`config.mk`:
```
export PLATFORM = sky130hd
export DESIGN_NAME = ultrasonic_echo_ranger_unit
export DESIGN_NICKNAME = d
export VERILOG_FILES = /design/src/rtl/uer_pkg.sv /design/src/rtl/uer_div.sv /design/src/rtl/ultrasonic_echo_ranger_unit.sv
export SDC_FILE = /design/constraint.sdc
export NUM_CORES = 1
export LEC_CHECK = 0
export BUFFER_PORTS_ARGS = -buffer_cell sky130_fd_sc_hd__buf_4
export CORE_MARGIN = 5
export CORE_UTILIZATION = 60
export DETAILED_ROUTE_END_ITERATION = 8
export GPL_TIMING_DRIVEN = 0
export PLACE_DENSITY = 0.78
export SKIP_LAST_GASP = 1
export SYNTH_ARGS = -nofsm -noshare
export SYNTH_HDL_FRONTEND = slang
export SYNTH_SLANG_ARGS = --single-unit
```
`constraint.sdc`:
```
create_clock -name clk_i -period 8.1 [get_ports clk_i]
set_input_delay 1.215 -clock clk_i [delete_from_list [all_inputs] [get_ports clk_i]]
set_output_delay 1.215 -clock clk_i [all_outputs]
set_load 0.005 [all_outputs]
```
`src/rtl/uer_pkg.sv`:
```
// ----------------------------------------------------------------------------
// Ultrasonic echo ranger package
// Shared widths, constants, codes and word types of the echo ranger.
// ----------------------------------------------------------------------------
package uer_pkg;

  localparam int unsigned TrigW    = 16;
  localparam int unsigned WaitW    = 23;
  localparam int unsigned WidthW   = 19;
  localparam int unsigned DistW    = 16;
  localparam int unsigned StatusW  = 2;
  localparam int unsigned CfgIdxW  = 2;
  localparam int unsigned CfgDataW = 23;

  localparam int unsigned TicksPerUnitDef = 65;

  localparam logic [TrigW-1:0]  TrigTicksRst = 16'd221;
  localparam logic [WaitW-1:0]  EchoWaitRst  = 23'd5000000;
  localparam logic [WidthW-1:0] WidthLimRst  = 19'h40000;

  localparam logic [WidthW-1:0] MaxWidth = 19'h40000;
  localparam logic [DistW-1:0]  ErrDist  = 16'hFFFF;

  typedef enum logic [1:0] {
    PhIdle,
    PhTrig,
    PhWait,
    PhMeas
  } uer_phase_e;

  typedef enum logic [StatusW-1:0] {
    StOk     = 2'd0,
    StNoEcho = 2'd1,
    StTooFar = 2'd2
  } uer_status_e;

  typedef enum logic [CfgIdxW-1:0] {
    CfgTrigTicks  = 2'd0,
    CfgEchoWait   = 2'd1,
    CfgWidthLimit = 2'd2
  } uer_cfg_idx_e;

  typedef struct packed {
    logic start_req;
    logic echo;
  } uer_in_t;

  typedef struct packed {
    logic               trig_level;
    logic               done_res;
    logic [DistW-1:0]   distance;
    logic [StatusW-1:0] status;
  } uer_out_t;

endpackage

```
`src/rtl/uer_div.sv`:
```
// ----------------------------------------------------------------------------
// Echo width to distance converter
// Divides the echo width count by a constant with a reciprocal multiply and
// saturates the quotient to the distance width.
// ----------------------------------------------------------------------------
module uer_div
  import uer_pkg::*;
#(
  parameter int unsigned TICKS_PER_UNIT = TicksPerUnitDef
) (
  input  logic [WidthW-1:0] count_i,
  output logic [DistW-1:0]  dist_o
);

  localparam int unsigned Shift  = WidthW + $clog2(TICKS_PER_UNIT);
  localparam int unsigned RecipW = WidthW + 1;
  localparam int unsigned ProdW  = WidthW + RecipW;
  localparam longint unsigned RecipVal =
      ((64'd1 << Shift) + TICKS_PER_UNIT - 1) / TICKS_PER_UNIT;

  logic [RecipW-1:0] recip;
  logic [ProdW-1:0]  prod;
  logic [ProdW-1:0]  quot;

  assign recip = RecipW'(RecipVal);
  assign prod  = ProdW'(count_i) * ProdW'(recip);
  assign quot  = prod >> Shift;

  always_comb begin
    if (|quot[ProdW-1:DistW]) begin
      dist_o = ErrDist;
    end else begin
      dist_o = quot[DistW-1:0];
    end
  end

endmodule

```
`src/rtl/ultrasonic_echo_ranger_unit.sv`:
```
// ----------------------------------------------------------------------------
// Ultrasonic echo ranger
// Trigger and echo timing controller for a pulse-echo ranging sensor.
// ----------------------------------------------------------------------------
// Each input word is one timer tick carrying a start request and the sampled
// echo pin level. Every input word yields exactly one output word with the
// trigger pin level for that tick and, on the tick a measurement ends, the
// done flag, the distance and the status.
// Both channels use valid and stall. An input word is registered, then the
// control state and the result are computed in one pass into the output
// register. One word is taken every cycle unless stalled. A two-entry output
// buffer keeps input words flowing while a finished result is stalled; the
// input side stalls only when both output entries are full and an input word
// is waiting. Reset returns the controller to idle, clears all words in
// flight and loads the configuration registers with their default values.
// Configuration is written through a plain write port; the user must write
// it only while no word is in flight, and the block does not enforce this.
// ----------------------------------------------------------------------------
module ultrasonic_echo_ranger_unit
  import uer_pkg::*;
#(
  parameter int unsigned TICKS_PER_UNIT = TicksPerUnitDef
) (
  input  logic                clk_i,
  input  logic                rst_ni,
  input  logic                cfg_we_i,
  input  logic [CfgIdxW-1:0]  cfg_idx_i,
  input  logic [CfgDataW-1:0] cfg_data_i,
  input  logic                in_valid_i,
  output logic                in_stall_o,
  input  uer_in_t             in_data_i,
  output logic                out_valid_o,
  input  logic                out_stall_i,
  output uer_out_t            out_data_o
);

  logic [TrigW-1:0]  trig_ticks_q;
  logic [WaitW-1:0]  wait_lim_q;
  logic [WidthW-1:0] width_lim_q;
  logic [WidthW-1:0] eff_lim;

  logic    in_valid_q;
  uer_in_t in_q;

  uer_phase_e        phase_q, phase_d;
  logic [WaitW-1:0]  cnt_q, cnt_d;
  logic [WidthW-1:0] wc_q, wc_d;
  logic [WidthW-1:0] wc_inc;
  logic [DistW-1:0]  quot;
  uer_out_t          res;

  logic     out_valid_q, skid_valid_q;
  uer_out_t out_q, skid_q;
  logic     advance, out_take, in_take;

  always_ff @(posedge clk_i or negedge rst_ni) begin
    if (!rst_ni) begin
      trig_ticks_q <= TrigTicksRst;
      wait_lim_q   <= EchoWaitRst;
      width_lim_q  <= WidthLimRst;
    end else if (cfg_we_i) begin
      case (cfg_idx_i)
        CfgTrigTicks:  trig_ticks_q <= cfg_data_i[TrigW-1:0];
        CfgEchoWait:   wait_lim_q   <= cfg_data_i[WaitW-1:0];
        CfgWidthLimit: width_lim_q  <= cfg_data_i[WidthW-1:0];
        default: ;
      endcase
    end
  end

  always_comb begin
    if (width_lim_q == '0) begin
      eff_lim = WidthW'(1);
    end else if (width_lim_q > MaxWidth) begin
      eff_lim = MaxWidth;
    end else begin
      eff_lim = width_lim_q;
    end
  end

  assign out_take   = out_valid_q & ~out_stall_i;
  assign advance    = in_valid_q & ~skid_valid_q;
  assign in_stall_o = in_valid_q & skid_valid_q;
  assign in_take    = in_valid_i & ~in_stall_o;

  always_ff @(posedge clk_i or negedge rst_ni) begin
    if (!rst_ni) begin
      in_valid_q <= 1'b0;
    end else if (in_take) begin
      in_valid_q <= 1'b1;
    end else if (advance) begin
      in_valid_q <= 1'b0;
    end
  end

  always_ff @(posedge clk_i) begin
    if (in_take) begin
      in_q <= in_data_i;
    end
  end

  uer_div #(
    .TICKS_PER_UNIT(TICKS_PER_UNIT)
  ) u_div (
    .count_i(wc_q),
    .dist_o (quot)
  );

  assign wc_inc = wc_q + WidthW'(1);

  always_comb begin
    phase_d = phase_q;
    cnt_d   = cnt_q;
    wc_d    = wc_q;
    res     = '0;
    case (phase_q)
      PhIdle: begin
        if (in_q.start_req) begin
          wc_d           = '0;
          res.trig_level = 1'b1;
          if (trig_ticks_q <= TrigW'(1)) begin
            phase_d = PhWait;
            cnt_d   = '0;
          end else begin
            phase_d = PhTrig;
            cnt_d   = WaitW'(1);
          end
        end
      end
      PhTrig: begin
        res.trig_level = 1'b1;
        cnt_d          = cnt_q + WaitW'(1);
        if (cnt_d >= WaitW'(trig_ticks_q)) begin
          phase_d = PhWait;
          cnt_d   = '0;
        end
      end
      PhWait: begin
        if (in_q.echo) begin
          cnt_d = '0;
          wc_d  = WidthW'(1);
          if (eff_lim == WidthW'(1)) begin
            res.done_res = 1'b1;
            res.distance = ErrDist;
            res.status   = StTooFar;
            phase_d      = PhIdle;
          end else begin
            phase_d = PhMeas;
          end
        end else if (cnt_q >= wait_lim_q) begin
          res.done_res = 1'b1;
          res.distance = ErrDist;
          res.status   = StNoEcho;
          phase_d      = PhIdle;
          cnt_d        = '0;
        end else begin
          cnt_d = cnt_q + WaitW'(1);
        end
      end
      PhMeas: begin
        if (in_q.echo) begin
          wc_d = wc_inc;
          if (wc_inc >= eff_lim) begin
            res.done_res = 1'b1;
            res.distance = ErrDist;
            res.status   = StTooFar;
            phase_d      = PhIdle;
          end
        end else begin
          res.done_res = 1'b1;
          res.distance = quot;
          res.status   = StOk;
          phase_d      = PhIdle;
        end
      end
      default: begin
        phase_d = PhIdle;
      end
    endcase
  end

  always_ff @(posedge clk_i or negedge rst_ni) begin
    if (!rst_ni) begin
      phase_q <= PhIdle;
      cnt_q   <= '0;
      wc_q    <= '0;
    end else if (advance) begin
      phase_q <= phase_d;
      cnt_q   <= cnt_d;
      wc_q    <= wc_d;
    end
  end

  always_ff @(posedge clk_i or negedge rst_ni) begin
    if (!rst_ni) begin
      out_valid_q  <= 1'b0;
      skid_valid_q <= 1'b0;
    end else if (skid_valid_q) begin
      if (out_take) begin
        skid_valid_q <= 1'b0;
      end
    end else if (advance) begin
      out_valid_q <= 1'b1;
      if (out_valid_q && !out_take) begin
        skid_valid_q <= 1'b1;
      end
    end else if (out_take) begin
      out_valid_q <= 1'b0;
    end
  end

  always_ff @(posedge clk_i) begin
    if (skid_valid_q) begin
      if (out_take) begin
        out_q <= skid_q;
      end
    end else if (advance) begin
      if (out_valid_q && !out_take) begin
        skid_q <= res;
      end else begin
        out_q <= res;
      end
    end
  end

  assign out_valid_o = out_valid_q;
  assign out_data_o  = out_q;

  a_skid_needs_out: assert property (@(posedge clk_i) disable iff (!rst_ni)
    skid_valid_q |-> out_valid_q)
    else $error("Output buffer holds a word behind an empty head.");

  a_trig_count: assert property (@(posedge clk_i) disable iff (!rst_ni)
    (phase_q == PhTrig) |-> (cnt_q != '0))
    else $error("Trigger phase entered with a zero tick count.");

  a_meas_count: assert property (@(posedge clk_i) disable iff (!rst_ni)
    (phase_q == PhMeas) |-> ((wc_q != '0) && (wc_q < eff_lim)))
    else $error("Echo width count outside the measurement range.");

  a_idle_result: assert property (@(posedge clk_i) disable iff (!rst_ni)
    (out_valid_o && !out_data_o.done_res) |->
      ((out_data_o.distance == '0) && (out_data_o.status == StOk)))
    else $error("Distance or status set on a word that ends no measurement.");

endmodule

```
==> flow_metrics.tcl, run 1 <==
set metrics [dict create \
    numPortBuffers 53 \
    required_ps 8260 \
    dp_cells 1861 \
    postCtsSetupBuffers 0 \
    synthesis.nets 1852 \
    std_cell_rows 56 \
    crit_type "reg -> reg" \
    core_mm2 0.02340 \
    stdcell_count 1894 \
    rsz0062_at_grt "no" \
    setup_viol 0 \
    wl_per_cell_um 17.63 \
    wirelength_um 33390 \
    vias 10740 \
    r2r_cells 19 \
    min_period_over_period_pct 88.22 \
    max_cap_violations 0 \
    min_period_ps 7146 \
    path_clk_slew_ps 70 \
    antenna_found_initial 0 \
    boundaryPins 54 \
    startpoint_type "register" \
    die_x_um 164.0 \
    area_growth_pct 10.16 \
    status "finished, final reports clean" \
    grt_max_degree 106 \
    maxSlewHeadroom_pct 28.68 \
    drt_pass1_iterations 5 \
    pre_cts_slack_ps 1281 \
    ant_nets 0 \
    fmax_mhz 139.9 \
    drc_errors 0 \
    place_hpwl_um 26370 \
    gp_congestion 0.9099 \
    root_buffer "clkbuf_16" \
    die_h_um 164.0 \
    finalWorstSetupSlack_ps 954.3 \
    synth.cell_area_mm2 0.01423 \
    routed_via_density 5.671 \
    final_common_cell "inv_1" \
    num_antenna_cells 0 \
    cts_tree "built" \
    holdBufCountCts 0 \
    syn_inst 1489 \
    synth_cell_types 70 \
    grt_overflow 0 \
    track_usage_pct 25.86 \
    worstSetupEndpointType "register" \
    die_area_mm2 0.02689 \
    ys_ff_latch 143 \
    min_path_type "reg -> reg" \
    cts_max_path_buffers 2 \
    vdd_drop_max_v 0.0001327 \
    slew_violations 0 \
    drive_gt1_share_pct 10.48 \
    skew_ps 12.59 \
    final_cell_mix "318 x inv_1, 217 x ha_1, 123 x nand2_1" \
    htreeDepth 4 \
    tightest_slew_ps 1070 \
    powerDensity_mw_per_mm2 117.5 \
    grt_pass1_wl_um 54960 \
    cts_resized 0 \
    ys_seq_area_share_pct 26.62 \
    ys_warn_count 0 \
    critical_path_arrival_ps 7310 \
    grt_pass1_vias 11150 \
    p_leak_uw 0.008048 \
    cp_max_fo 9 \
    clkLatencyLatePin_ps 440 \
    cts.sinks 143 \
    cts_buffers 17 \
    setup_tns_ps 0 \
    synth_enable_flop_cells 38 \
    hold_depth 1 \
    ys.flop_type "dfrtp_1" \
    synth-async-reset-ratio_pct 73.43 \
    synth_area_per_cell_um2 9.554 \
    drt-initial-drc-count 765 \
    start_util_pct 60.79 \
    nNetsFinal 1925 \
    hold_viol_final 0 \
]
## path summary, 6_finish.rpt
check                                            from                     endpoint  slack (ps)
hold / removal             wait_lim_q[16]$_DFFE_PN0P_   wait_lim_q[16]$_DFFE_PN0P_         510
setup / recovery                 wc_q[17]$_DFFE_PN0P_     out_data_o[13]$_DFFE_PP_         950
min in group asynchronous                      rst_ni       skid_valid_q$_DFF_PN0_         550
max in group asynchronous                      rst_ni  trig_ticks_q[2]$_DFFE_PN1P_        6860
hold reg to reg            wait_lim_q[16]$_DFFE_PN0P_   wait_lim_q[16]$_DFFE_PN0P_         510
setup reg to reg                 wc_q[17]$_DFFE_PN0P_     out_data_o[13]$_DFFE_PP_         950
## sequential cells by signal (all words and copies together) (netlist names), 16 cells and up
signal	cells
trig_ticks_q	16
wait_lim_q	23
skid_q	18
out_data_o	18
cnt_q	23
width_lim_q	19
wc_q	19
## cell usage after synthesis (4+ instances only)
master / instances / area share [%]
o21ai_0: 69 / 2.4
mux2i_1: 8 / 0.56
nor2b_1: 8 / 0.35
o22ai_1: 7 / 0.31
ha_1: 217 / 19
and2_1: 8 / 0.35
clkbuf_1: 29 / 0.77
nor3b_1: 4 / 0.21
nand3_1: 34 / 1.2
xnor2_1: 33 / 2.0
a21o_1: 9 / 0.47
buf_4: 4 / 0.21
and4_1: 9 / 0.55
nand4_1: 24 / 1.1
nor4_1: 9 / 0.40
a211oi_1: 5 / 0.26
mux2_2: 46 / 3.6
nor3_1: 7 / 0.25
fa_1: 114 / 16
a221oi_1: 4 / 0.25
and3_1: 12 / 0.53
nand2_1: 123 / 3.2
dfstp_2: 15 / 2.8
a21oi_1: 54 / 1.9
o41ai_1: 4 / 0.25
nand2b_1: 8 / 0.35
o21a_1: 9 / 0.47
o31ai_1: 12 / 0.63
edfxtp_1: 38 / 8.0
xor2_1: 11 / 0.68
nor2_1: 52 / 1.4
o21ai_1: 18 / 0.63
a31oi_1: 20 / 0.88
dfrtp_1: 90 / 16
inv_1: 318 / 8.4
## power by group
group	leakage (µW)	internal [µW]	switching [µW]
Clock	0.000295	421	383
Sequential	0.00167	801	36.8
Combinational	0.00608	91.5	109
Total	0.00805	1310	529
## metal layers
layer  global-route usage, %  up-vias  share of wire, %
met5                       0        -                 0
met4                   9.950        0               3.7
met3                   4.191       77               5.0
met2                   44.33      317                49
met1                   33.02     5209                42
li1                        -     5137                 -
## layout make-up
class | instances | area (µm²)
Fill cell | 1833 | 7731
Clock buffer | 17 | 425.4
Inverter | 321 | 1205
Tap cell | 319 | 399.1
Sequential cell | 143 | 3787
Multi-Input combinational cell | 988 | 9067
Timing Repair Buffer | 54 | 429.2
Buffer | 37 | 170.2
Clock inverter | 15 | 187.7
## cell families after synthesis
kind of cell    count (synthesis)  share of synthesized area (%)
compound gates                245                          10.62
xor+xnor                       44                          2.709
fa+ha+maj                     331                          35.13
buf+inv                       358                          9.666
flops                         143                          26.62
mux                            55                          4.283
simple gates                  313                          10.97
## critical path, stage by stage, from the launching register on
cell      delay, ps
dfrtp_1         540
fa_1            680
inv_1           150
fa_1            490
fa_1            520
inv_1           110
fa_1            560
inv_1            60
fa_1            500
fa_1            540
inv_1            50
ha_1            300
a21oi_1         170
o211ai_1        160
o41ai_1         800
o22ai_1         250
o32ai_1         510
o21bai_1        140
xnor2_1         230
a221oi_1        110
## stage by stage
stage | area [µm²] | util (%) | hold slack (ps) | power, µW
2_1_floorplan | 14230 | - | 479.4 | 968.8
3_3_place_gp | 15020 | 64.19 | 490.3 | 1034
3_5_place_dp | 15030 | 64.21 | 493.0 | 1047
4_1_cts | 15640 | 66.83 | 509.4 | 1845
5_1_grt | 15670 | 66.96 | 528.5 | 1918
6_report | 15670 | 66.96 | 505.0 | 1841
Power figures use the tool's default switching activity.
==> run 2, diff against run 1 <==
SYNTH_HIERARCHICAL = 1   (was unset)
==> run 2 against run 1 <==
Die area grew 1.7%. Global-route usage shrank 0.33 points. Critical path type unchanged. Power shrank 1.0%. Synthesized cell count grew 1.9%. Via count grew 1.4%. Critical path depth grew 1. Register-to-register slack gained 490 ps. Clock skew shrank 2.5 ps.
==> flow_metrics.tcl, run 2 <==
set metrics [dict create \
    status "finished, final reports clean" \
    htreeDepth 4 \
    grt_pass1_vias 11130 \
    reg2reg_from "wc_q[16]$_DFFE_PN0P_" \
    stdcell_count 1924 \
    synth_area_per_cell_um2 9.545 \
    cts_buffers 17 \
    drt-initial-drc-count 770 \
    ys_ff_latch 147 \
    fill_cells 1847 \
    core_mm2 0.02361 \
    min_period_over_period_pct 82.12 \
    drive_gt1_share_pct 10.97 \
    nNetsFinal 1955 \
    postCtsSetupBuffers 0 \
    path_common_cell "fa_1" \
    cts_resized 0 \
    cp_max_fo 12 \
    yosysMostFrequentCell "inv_1" \
    reg2reg_to "out_data_o[12]$_DFFE_PP_" \
    ys_seq_area_share_pct 26.99 \
    powerDensity_mw_per_mm2 114.8 \
    gp_congestion 0.9380 \
    vdd_drop_max_v 0.0001485 \
    holdBufCountCts 0 \
    rsz0062_at_grt "no" \
    cts_max_path_buffers 2 \
    grt_max_degree 106 \
    tightest_slew_ps 1149 \
    numPortBuffers 53 \
    slew_violations 0 \
    die_x_um 165.4 \
    num_antenna_cells 0 \
    max_cap_violations 0 \
    p_leak_uw 0.008245 \
    reg_top3 "cnt_q (23), wait_lim_q (23)" \
    maxSlewHeadroom_pct 22.67 \
    wirelength_um 33330 \
    cp_slowest_stage_delay_ps 690 \
    synth_enable_flop_cells 42 \
    drt_pass1_iterations 5 \
    boundaryPins 54 \
    required_ps 8360 \
    synth.cell_area_mm2 0.01448 \
    root_buffer "clkbuf_16" \
    die_area_mm2 0.02734 \
    path_cells "fa_1, inv_1, fa_1, fa_1, inv_1, fa_1, inv_1, fa_1, fa_1, inv_1, ha_1, a21oi_1, o221ai_1, a21oi_1, o211ai_2, a21oi_2, a31oi_1, xor2_1, nand2_1, a31oi_1" \
    clkLatencyLatePin_ps 430 \
    netlist_top_cells_count "316 x inv_1, 217 x ha_1, 148 x nand2_1" \
    ys_warn_count 6 \
    synth.area.top_cells "ha_1 19%, fa_1 16%, dfrtp_1 16%" \
    std_cell_rows 56 \
    final_cell_mix "316 x inv_1, 217 x ha_1, 148 x nand2_1" \
    fmax_mhz 150.3 \
    grt_overflow 0 \
    place_hpwl_um 26550 \
    cts.sinks 147 \
    syn_inst 1517 \
    skew_ps 10.13 \
    critical_path_arrival_ps 6910 \
    synth_area_leader_cell "ha_1" \
    cpMaxStageDelayCell "fa_1" \
    hold_viol_final 0 \
    final_common_cell "inv_1" \
    antenna_found_initial 0 \
    hold_depth 1 \
    ant_nets 0 \
    worstSetupEndpointType "register" \
    min_period_ps 6652 \
    startpoint_type "register" \
    yosys.area.top_type_share_pct 18.75 \
    area_growth_pct 9.652 \
    dp_cells 1892 \
    min_to "wait_lim_q[13]$_DFFE_PN0P_" \
    min_from "wait_lim_q[13]$_DFFE_PN0P_" \
    min_path_type "reg -> reg" \
    synth-async-reset-ratio_pct 71.43 \
    ys.flop_type "dfrtp_1" \
    grt_pass1_wl_um 54770 \
    r2r_cells 20 \
    path_clk_slew_ps 60 \
    synth_cell_types 73 \
    vias 10890 \
    crit_type "reg -> reg" \
    track_usage_pct 25.53 \
    drc_errors 0 \
    wl_per_cell_um 17.32 \
    setup_tns_ps 0 \
    setup_viol 0 \
    die_h_um 165.4 \
    routed_via_density 5.662 \
    reg2reg_slack_ps 1450 \
    start_util_pct 61.32 \
    cts_tree "built" \
    whs_ps 508.7 \
]
## run 2: worst max-delay path by stage
| stage | startpoint | endpoint | slack (ps) | depth (start not counted) |
|---|---|---|---|---|
| finish | wc_q[16]$_DFFE_PN0P_ | out_data_o[12]$_DFFE_PP_ | 1450 | 20 |
| floorplan | wc_q[16]$_DFFE_PN0P_ | out_data_o[5]$_DFFE_PP_ | 2330 | 20 |
| global placement | wc_q[16]$_DFFE_PN0P_ | out_data_o[12]$_DFFE_PP_ | 1570 | 20 |
| CTS | wc_q[16]$_DFFE_PN0P_ | out_data_o[12]$_DFFE_PP_ | 1480 | 20 |
| global route | wc_q[16]$_DFFE_PN0P_ | out_data_o[12]$_DFFE_PP_ | 1160 | 20 |
| detailed placement | wc_q[16]$_DFFE_PN0P_ | out_data_o[12]$_DFFE_PP_ | 1520 | 20 |
## run 2: kinds of logic (layout without fill, tap and decap cells)
family	count (synthesis)	in the layout	synth area share, %
buf+inv	354	440	9.315
simple gates	339	339	11.39
fa+ha+maj	331	331	34.51
compound gates	248	248	11.10
flops	147	147	26.99
xor+xnor	49	49	2.964
mux	48	48	3.716
other cells	1	3	0.02590
## run 2: metrics by stage
stage / setup WS [ps] / utilization [%] / total power (µW) / instance area (µm²)
after global placement: 1567 / 64.73 / 1057 / 15280
final: 1448 / 67.24 / 1822 / 15880
after global routing: 1156 / 67.24 / 1896 / 15880
after detailed placement: 1518 / 64.81 / 1071 / 15300
after CTS: 1482 / 67.23 / 1825 / 15870
after floorplan: 2325 / - / 994.4 / 14490
## run 2: area by class of cell
cell class / count / area, µm² / area share [%]
multi-input cells: 1018 / 9235 / 58.16
flip-flops and latches: 147 / 3908 / 24.61
inverters: 317 / 1190 / 7.494
clock buffers: 18 / 450.4 / 2.837
repair buffers: 54 / 416.7 / 2.624
well taps: 319 / 399.1 / 2.514
plain buffers: 37 / 158.9 / 1.001
clock inverters: 14 / 120.1 / 0.7565
## run 2: worst max-delay path: cells and delay by family (launching register included)
kind                     cells  cell delay [ps]
AO/OA/AOI/OAI                7             1650
flip-flops                   1              570
adder cells (fa/ha/maj)      7             3620
AND/OR/NAND/NOR              1              100
XOR/XNOR                     1              190
buffers and inverters        4              340
## run 2: where the power goes
group / leakage, µW / internal, µW / switching [µW]
registers: 0.00171 / 824 / 37.3
logic: 0.00627 / 90.8 / 111
clock network: 0.000272 / 417 / 342
total: 0.00824 / 1330 / 490
## run 2: metal layers
layer | part of all wire [%] | track usage, %
met3 | 5.2 | 4.219
met1 | 45 | 34.97
met5 | 0 | 0
met4 | 2.9 | 9.036
met2 | 47 | 41.41
